**src/rtl/core/rolling_average_air_quality_index_defines.svh**
```systemverilog
// Assertion macros shared by the rolling average air quality index modules.
// Each macro expects clk and arst_n in the scope where it is used.
`ifndef ROLLING_AVERAGE_AIR_QUALITY_INDEX_DEFINES_SVH
`define ROLLING_AVERAGE_AIR_QUALITY_INDEX_DEFINES_SVH

// Same-cycle implication, disabled during reset.
`define RAQI_ASSERT_NOW(lbl, ante, cons, msg) \
	lbl: assert property (@(posedge clk) disable iff (!arst_n) (ante) |-> (cons)) \
		else $error(msg);

// Next-cycle implication, disabled during reset.
`define RAQI_ASSERT_NEXT(lbl, ante, cons, msg) \
	lbl: assert property (@(posedge clk) disable iff (!arst_n) (ante) |=> (cons)) \
		else $error(msg);

`endif

```
**src/rtl/core/raqi_pkg.sv**
```systemverilog
// Shared types, constants and breakpoint table for the air quality index block.
// No dependencies; the modules refer to it by scoped names.
package raqi_pkg;

	localparam int WINDOW_SLOTS = 1024;
	localparam int SLOT_W = $clog2(WINDOW_SLOTS);
	localparam int CNT_W = SLOT_W + 1;
	localparam int SUM_W = 16 + SLOT_W;
	localparam int NUM_W = SUM_W;
	localparam int DEN_W = (CNT_W > 8) ? CNT_W : 8;
	localparam int BAND_COUNT = 7;
	localparam logic [8:0] TOP_INDEX = 9'd500;

	typedef enum logic [1:0] {
		OP_STORE   = 2'd0,
		OP_QUERY   = 2'd1,
		OP_INSTANT = 2'd2
	} op_t;

	typedef struct packed {
		logic [9:0] fine_lo;
		logic [9:0] fine_hi;
		logic [9:0] coarse_lo;
		logic [9:0] coarse_hi;
		logic [9:0] idx_lo;
		logic [9:0] idx_hi;
	} band_row_t;

	// Band found for one concentration, ready for the interpolation divide.
	typedef struct packed {
		logic       hit;
		logic [7:0] diff;
		logic [6:0] rise;
		logic [7:0] span;
		logic [8:0] ilo;
	} band_sel_t;

	typedef struct packed {
		logic capture;
		logic ring_read;
		logic ring_write;
		logic div_avg;
		logic avg_take;
		logic band_load;
		logic div_idx;
		logic finish;
	} dp_cmd_t;

	typedef struct packed {
		logic div_done;
		logic out_free;
	} dp_stat_t;

	function automatic band_row_t band_row(input logic [2:0] b);
		band_row_t r;
		case (b)
			3'd0:    r = '{10'd0,   10'd12,  10'd0,   10'd54,  10'd0,   10'd50};
			3'd1:    r = '{10'd13,  10'd35,  10'd55,  10'd154, 10'd51,  10'd100};
			3'd2:    r = '{10'd36,  10'd55,  10'd155, 10'd254, 10'd101, 10'd150};
			3'd3:    r = '{10'd56,  10'd150, 10'd255, 10'd354, 10'd151, 10'd200};
			3'd4:    r = '{10'd151, 10'd250, 10'd355, 10'd424, 10'd201, 10'd300};
			3'd5:    r = '{10'd251, 10'd350, 10'd425, 10'd504, 10'd301, 10'd400};
			default: r = '{10'd351, 10'd500, 10'd505, 10'd604, 10'd401, 10'd500};
		endcase
		return r;
	endfunction

	// Bands are contiguous over the integers, so at most one matches.
	function automatic band_sel_t band_lookup(input logic [15:0] c, input logic coarse);
		band_sel_t s;
		band_row_t r;
		logic [15:0] lo;
		logic [15:0] hi;
		s = '0;
		for (int b = 0; b < BAND_COUNT; b++) begin
			r = band_row(3'(b));
			lo = coarse ? {6'd0, r.coarse_lo} : {6'd0, r.fine_lo};
			hi = coarse ? {6'd0, r.coarse_hi} : {6'd0, r.fine_hi};
			if (c >= lo && c <= hi) begin
				s.hit = 1'b1;
				s.diff = 8'(c - lo);
				s.rise = 7'(r.idx_hi - r.idx_lo);
				s.span = 8'(hi - lo);
				s.ilo = 9'(r.idx_lo);
			end
		end
		return s;
	endfunction

endpackage

```
**src/rtl/core/raqi_ctrl.sv**
```systemverilog
// Controller state machine: sequences store, query and instant words through the datapath.
// Depends on raqi_pkg and the shared assertion macros.
`include "rolling_average_air_quality_index_defines.svh"

module raqi_ctrl (
	input  logic                clk,
	input  logic                arst_n,
	input  logic                in_valid,
	output logic                in_ready,
	input  logic [1:0]          in_op,
	input  raqi_pkg::dp_stat_t  stat,
	output raqi_pkg::dp_cmd_t   cmd
);
	typedef enum logic [3:0] {
		IDLE,
		ST_READ,
		ST_WRITE,
		AVG_START,
		AVG_WAIT,
		BAND,
		IDX_START,
		IDX_WAIT,
		FINISH
	} state_t;

	state_t state_q;
	logic   accept;

	assign in_ready = (state_q == IDLE);
	assign accept = in_valid && in_ready;

	always_ff @(posedge clk or negedge arst_n) begin
		if (!arst_n) begin
			state_q <= IDLE;
		end else begin
			unique case (state_q)
				IDLE: begin
					if (accept) begin
						unique case (in_op)
							raqi_pkg::OP_STORE:   state_q <= ST_READ;
							raqi_pkg::OP_QUERY:   state_q <= AVG_START;
							raqi_pkg::OP_INSTANT: state_q <= BAND;
							default:              state_q <= IDLE;
						endcase
					end
				end
				ST_READ:   state_q <= ST_WRITE;
				ST_WRITE:  state_q <= IDLE;
				AVG_START: state_q <= AVG_WAIT;
				AVG_WAIT: begin
					if (stat.div_done) begin
						state_q <= BAND;
					end
				end
				BAND:      state_q <= IDX_START;
				IDX_START: state_q <= IDX_WAIT;
				IDX_WAIT: begin
					if (stat.div_done) begin
						state_q <= FINISH;
					end
				end
				FINISH: begin
					if (stat.out_free) begin
						state_q <= IDLE;
					end
				end
				default:   state_q <= IDLE;
			endcase
		end
	end

	always_comb begin
		cmd = '0;
		cmd.capture = accept;
		cmd.ring_read = (state_q == ST_READ);
		cmd.ring_write = (state_q == ST_WRITE);
		cmd.div_avg = (state_q == AVG_START);
		cmd.avg_take = (state_q == AVG_WAIT) && stat.div_done;
		cmd.band_load = (state_q == BAND);
		cmd.div_idx = (state_q == IDX_START);
		cmd.finish = (state_q == FINISH) && stat.out_free;
	end

	`RAQI_ASSERT_NOW(a_done_when_waiting, stat.div_done, state_q == AVG_WAIT || state_q == IDX_WAIT, "divider finished outside a wait state")
	`RAQI_ASSERT_NEXT(a_store_reads_ring, accept && in_op == raqi_pkg::OP_STORE, state_q == ST_READ, "store word did not read the ring")
	`RAQI_ASSERT_NOW(a_finish_has_room, cmd.finish, stat.out_free, "result loaded over an untaken word")
endmodule

```
**config.mk**
```make
export PLATFORM = sky130hd
export DESIGN_NAME = raqi_ctrl
export DESIGN_NICKNAME = d
export VERILOG_FILES = /design/src/rtl/core/raqi_pkg.sv /design/src/rtl/core/raqi_ctrl.sv
export VERILOG_INCLUDE_DIRS = /design/src /design/src/rtl/core
export SDC_FILE = /design/constraint.sdc
export NUM_CORES = 1
export LEC_CHECK = 0
export ABC_AREA = 1
export BUFFER_PORTS_ARGS = -buffer_cell sky130_fd_sc_hd__buf_2
export CORE_AREA = 2 2 39 41
export CTS_BUF_LIST = sky130_fd_sc_hd__clkbuf_2 sky130_fd_sc_hd__clkbuf_4 sky130_fd_sc_hd__clkbuf_8
export DETAILED_ROUTE_END_ITERATION = 10
export DIE_AREA = 0 0 41 43
export HOLD_SLACK_MARGIN = 0.05
export PLACE_DENSITY_LB_ADDON = 0.3
export SLEW_MARGIN = 20
export SYNTH_ARGS = -nofsm -noshare
export SYNTH_HDL_FRONTEND = slang
export SYNTH_SLANG_ARGS = --single-unit
```
**constraint.sdc**
```tcl
create_clock -name clk -period 1.9 [get_ports clk]
set_input_delay 0.57 -clock clk [delete_from_list [all_inputs] [get_ports clk]]
set_output_delay 0.57 -clock clk [all_outputs]
set_load 0.02 [all_outputs]
```
Yosys cells after proc, flatten, opt, wreduce, memory -nomap -nowiden --
Cells that the tools add are included.
Word-level totals: flip-flop bits (word level) 4, input bits 7, logic and storage cells 27, output and inout bits 9
Cells by class: equality and inequality tests 14, mux-type cells 6, reductions and logical operators 6
Operators with widths (number):
- $pmux W4 S8 | 1
- $eq A4 B3 Y1 const B | 4
- $mux W4 | 4
- $pmux W3 S3 | 1
- $eq A4 B2 Y1 const B | 2
- $ne A2 B2 Y1 const B | 3
- $eq A4 B1 Y1 const B | 1
- $eq A4 B4 Y1 const B | 1
- $logic_not A4 Y1 | 1
- $reduce_and A4 Y1 | 1
- $logic_and A1 B1 Y1 | 3
- $eq A2 B1 Y1 const B | 1
- $eq A2 B2 Y1 const B | 1
- $logic_not A2 Y1 | 1
- $ne A2 B1 Y1 const B | 1

Logic depth before layout (Yosys ltp) --
word-level depth 4, gate-level depth with buffers 7, gate-level depth less buffers 7

Least setup slack after synthesis --
No wires, ideal clock.
path kind register to output, from register state_q[0], to output cmd[0] (netlist name), data arrival time 1.335 ns, cell stages (with the launch flop) 4, path buffers 0, setup slack -0.005 ns, required time 1.330 ns, cells stage by stage dfrtp_1 -> nor2_2 -> inv_1 -> nor4_1
RTL lines:
- from (decl) | line raqi_ctrl.sv:26 | state_t state_q;
- from (signal assigned) | line raqi_ctrl.sv:34 | state_q <= IDLE;
- from (signal assigned) | line raqi_ctrl.sv:40 | raqi_pkg::OP_STORE: state_q <= ST_READ;
- from (signal assigned) | line raqi_ctrl.sv:41 | raqi_pkg::OP_QUERY: state_q <= AVG_START;
- to (decl) | line raqi_ctrl.sv:12 | output raqi_pkg::dp_cmd_t cmd

==> summary by stage <==
Outcome
The flow ran to the end, and the final reports show no timing, DRC or antenna violations.

Clocking
The clock slew at the register clock pins of the worst setup and hold paths is 0.04 ns. The CTS tree is done. The clock latency of the later-clocked register in the worst-skew pair is 0.24 ns. The root buffer cell is clkbuf_4. In this run the number of H-tree levels came out at 1. The clock sink total is 4. TritonCTS created 3 clock buffers. The buffer levels on the longest clock path is 2.

STA
For the pin with the worst max-slew slack, the measured transition is 0.2443 ns. The worst clock skew is 0.007460 ns. The relative slew slack is 83.72%. The setup TNS is 0 ns. The time the final worst path needs with I/O delays and setup is 1.844 ns. Setup violations remaining at the end of the flow were counted as 0. The final number of hold-violating endpoints is 0. The post-route clock period utilization is 97.04%.

Setup repair after global routing left no endpoint under its margin. The highest clock frequency the design can meet is 542.4 MHz. The final max-slew violation count is 0.

Worst setup path
In this run the critical register-to-register path is launched from state_q[1]. Data on the critical path arrives at its endpoint at 1.27 ns. The most critical setup path has its startpoint at state_q[2]. The endpoint identified for the worst register-to-register timing path is state_q[3]. Of all nets on the critical path, the largest fanout is 5. The start-to-end type of the worst setup path is reg2out. The worst setup path is captured at a primary output. The path depth of the worst reg2reg path is 8.

The worst setup path is launched from a flip-flop. The setup check on the worst reg-to-reg path leaves a slack of 0.61 ns. STA puts the critical path data required time at 1.33 ns. The worst setup path endpoint is cmd[3].

Route
Dividing the detail-routed wire length by the instance count gives 9.051 um. Before antenna repair, the detailed router went through 4 iterations. For this run, design rule violations remaining after detail routing come to 0. The number of DRC markers in iteration 0 is 12. In the routed layout, each cell is associated on average with a via count of 4.303. The post-detailed-routing wire length is 896 um.

The total vias in the final route is 426. The remaining number of nets flagged by the antenna check after routing is 0.

Floorplan
The core area is 1384 um2. The die outline area is 1763 um2. The die is 43 um tall.

The standard-cell row count is 14. The boundary pin count is 16. The width of the die is 41 um. The initial core utilization is 26.40%.

Synthesis
The synthesis warning total is 0. The share of synthesized area in the top cell type comes to 27.40%. The synthesized netlist devotes 0% of its cell area to adder and majority cells. Multiplexer cells account for 0% of the synthesized area. The cell area after technology mapping is 365.4 um2.

The post-synthesis sequential element count is 4. The share of the Yosys chip area taken by registers is 27.40%. The synthesized instance count is 62. The count of different cell masters after synthesis is 15.

When the netlist entered floorplanning its net count stood at 69. The mean instance size in the synthesized netlist is 5.893 um2. Sorting the synthesized cells by area gives the leading types as dfrtp_1 (27%), nand2_1 (17%), inv_1 (12%), nand3_1 (9.6%), nor2_1 (6.2%).

The synthesized netlist devotes 3.425% of its cell area to compound gates. Summing the areas of all and, or, nand and nor instances in the mapped netlist gives 51.71% of the synthesized area. By area, the combinational part of the netlist is dominated by simple AND/OR/NAND/NOR gates. Summed over all instances, the cell type with the most area after synthesis is dfrtp_1. The xor and xnor fraction of the mapped netlist area is 0%.

Global route
Entering global routing, the biggest net connects 7 pins. The global router's overall resource usage is 12.78%. The leftover overflow at the end of global routing is 0. The first global-routing pass estimated 1504 um of wire. The via count of the first global-routing pass is 409. The initial antenna violation count is 0.

Layout
In the layout the commonest cells are nand2_1 (17), buf_2 (14), inv_1 (11). From synthesis to final layout, the design area changed by 44.18%. In the final layout, the registers with the most flip-flops are state_q (4). The finished layout holds 99 standard cells, fillers aside. The proportion of layout cells with a drive suffix above 1 is 42.17%. Leaving out fill and tap cells, the most frequent cell in the layout is nand2_1.

The register containing the most flip-flops in the final layout is state_q. The total number of nets in the final design is 92. The number of inserted diodes is 0. The register with the most flip-flops in the layout has 4 of them.

Power and ir drop
The power density over the cells is 1737 nW/um2. The leakage power of the design is 0.0003375 uW. The largest voltage drop on the vdd net is 0.0005283 V.

Placed design
After legalization and detailed placement, the total HPWL measured 684.7 um. The number of port buffers is 15. The cell count after placement is 93.

At the end of routability-driven placement, the weighted congestion stood at 0.7804.

Min path
The worst hold path belongs to the class in2async.

Flow run
The count of max-cap constraint violations is 0.
[stage by stage]
stage	power (uW)	hold WS [ns]	instance area, um2	util, %	setup slack [ns]
floorplan	574.4	0.2744	371.6	-	0.1491
global placement	720.5	0.3767	466.7	33.73	0.2346
detailed placement	716.6	0.3749	466.7	33.73	0.2358
CTS	843.0	0.1253	495.5	35.80	0.01542
global route	1000	0.1264	526.8	38.07	0.008613
finish	915.2	0.1205	526.8	38.07	0.05630
[logic make-up after synthesis]
family          after synthesis
flops                         4
compound gates                2
simple gates                 40
buf+inv                      16
[layout make-up]
type / instances / area [um2]
clock buffer: 3 / 22.52
fill: 155 / 857.1
sequential: 4 / 102.6
timing repair buffer: 19 / 107.6
tap: 16 / 20.02
multi-input combinational: 42 / 217.7
inverter: 15 / 56.30
[timing repair]
action,in CTS,in global routing
buffers inserted,0,3
pin swaps,0,2
gates resized for setup,2,4
hold buffers,0,0
setup endpoints to repair,2,7
[power by group]
group | internal, uW | total (uW) | switching, uW
Clock | 70.8 | 109 | 37.8
Sequential | 129 | 202 | 72.7
Combinational | 241 | 605 | 364
Total | 441 | 915 | 474
[worst max-delay path, cell delays in order (launching register included)]
cell	delay (ns)
dfrtp_2	0.42
inv_2	0.06
nor2_4	0.10
inv_1	0.08
nor3_1	0.17
buf_2	0.19
[per-layer routing]
metal  GRT usage (%)  part of all wire, %  wire length, um  up-vias
met3           1.571                  4.2               38        3
met1           13.92                   42              377      181
met2           20.63                   52              462       11
met4           10.00                  2.0               18        0
li1                -                    -                -      231
met5               0                    0                0        -
[cell usage after synthesis]
master	count
nor2_1	6
nand3_2	1
inv_1	12
nand3_1	7
nand2_1	17
o21bai_1	1
nor4_1	1
buf_4	1
nand2_2	1
dfrtp_1	4
nor2_4	1
inv_2	3
nor3_1	3
o21ai_1	1
nor2_2	3
[worst min-delay path by stage]
stage	from	endpoint	slack [ns]	cells after the start
5_1_grt	arst_n	state_q[3]	0.13	1
3_5_place_dp	arst_n	state_q[3]	0.37	1
2_1_floorplan	arst_n	state_q[0]	0.27	0
4_1_cts	arst_n	state_q[0]	0.13	1
3_3_place_gp	arst_n	state_q[3]	0.38	1
6_report	arst_n	state_q[0]	0.12	1
Note: power is estimated with default switching activity, not from simulation.
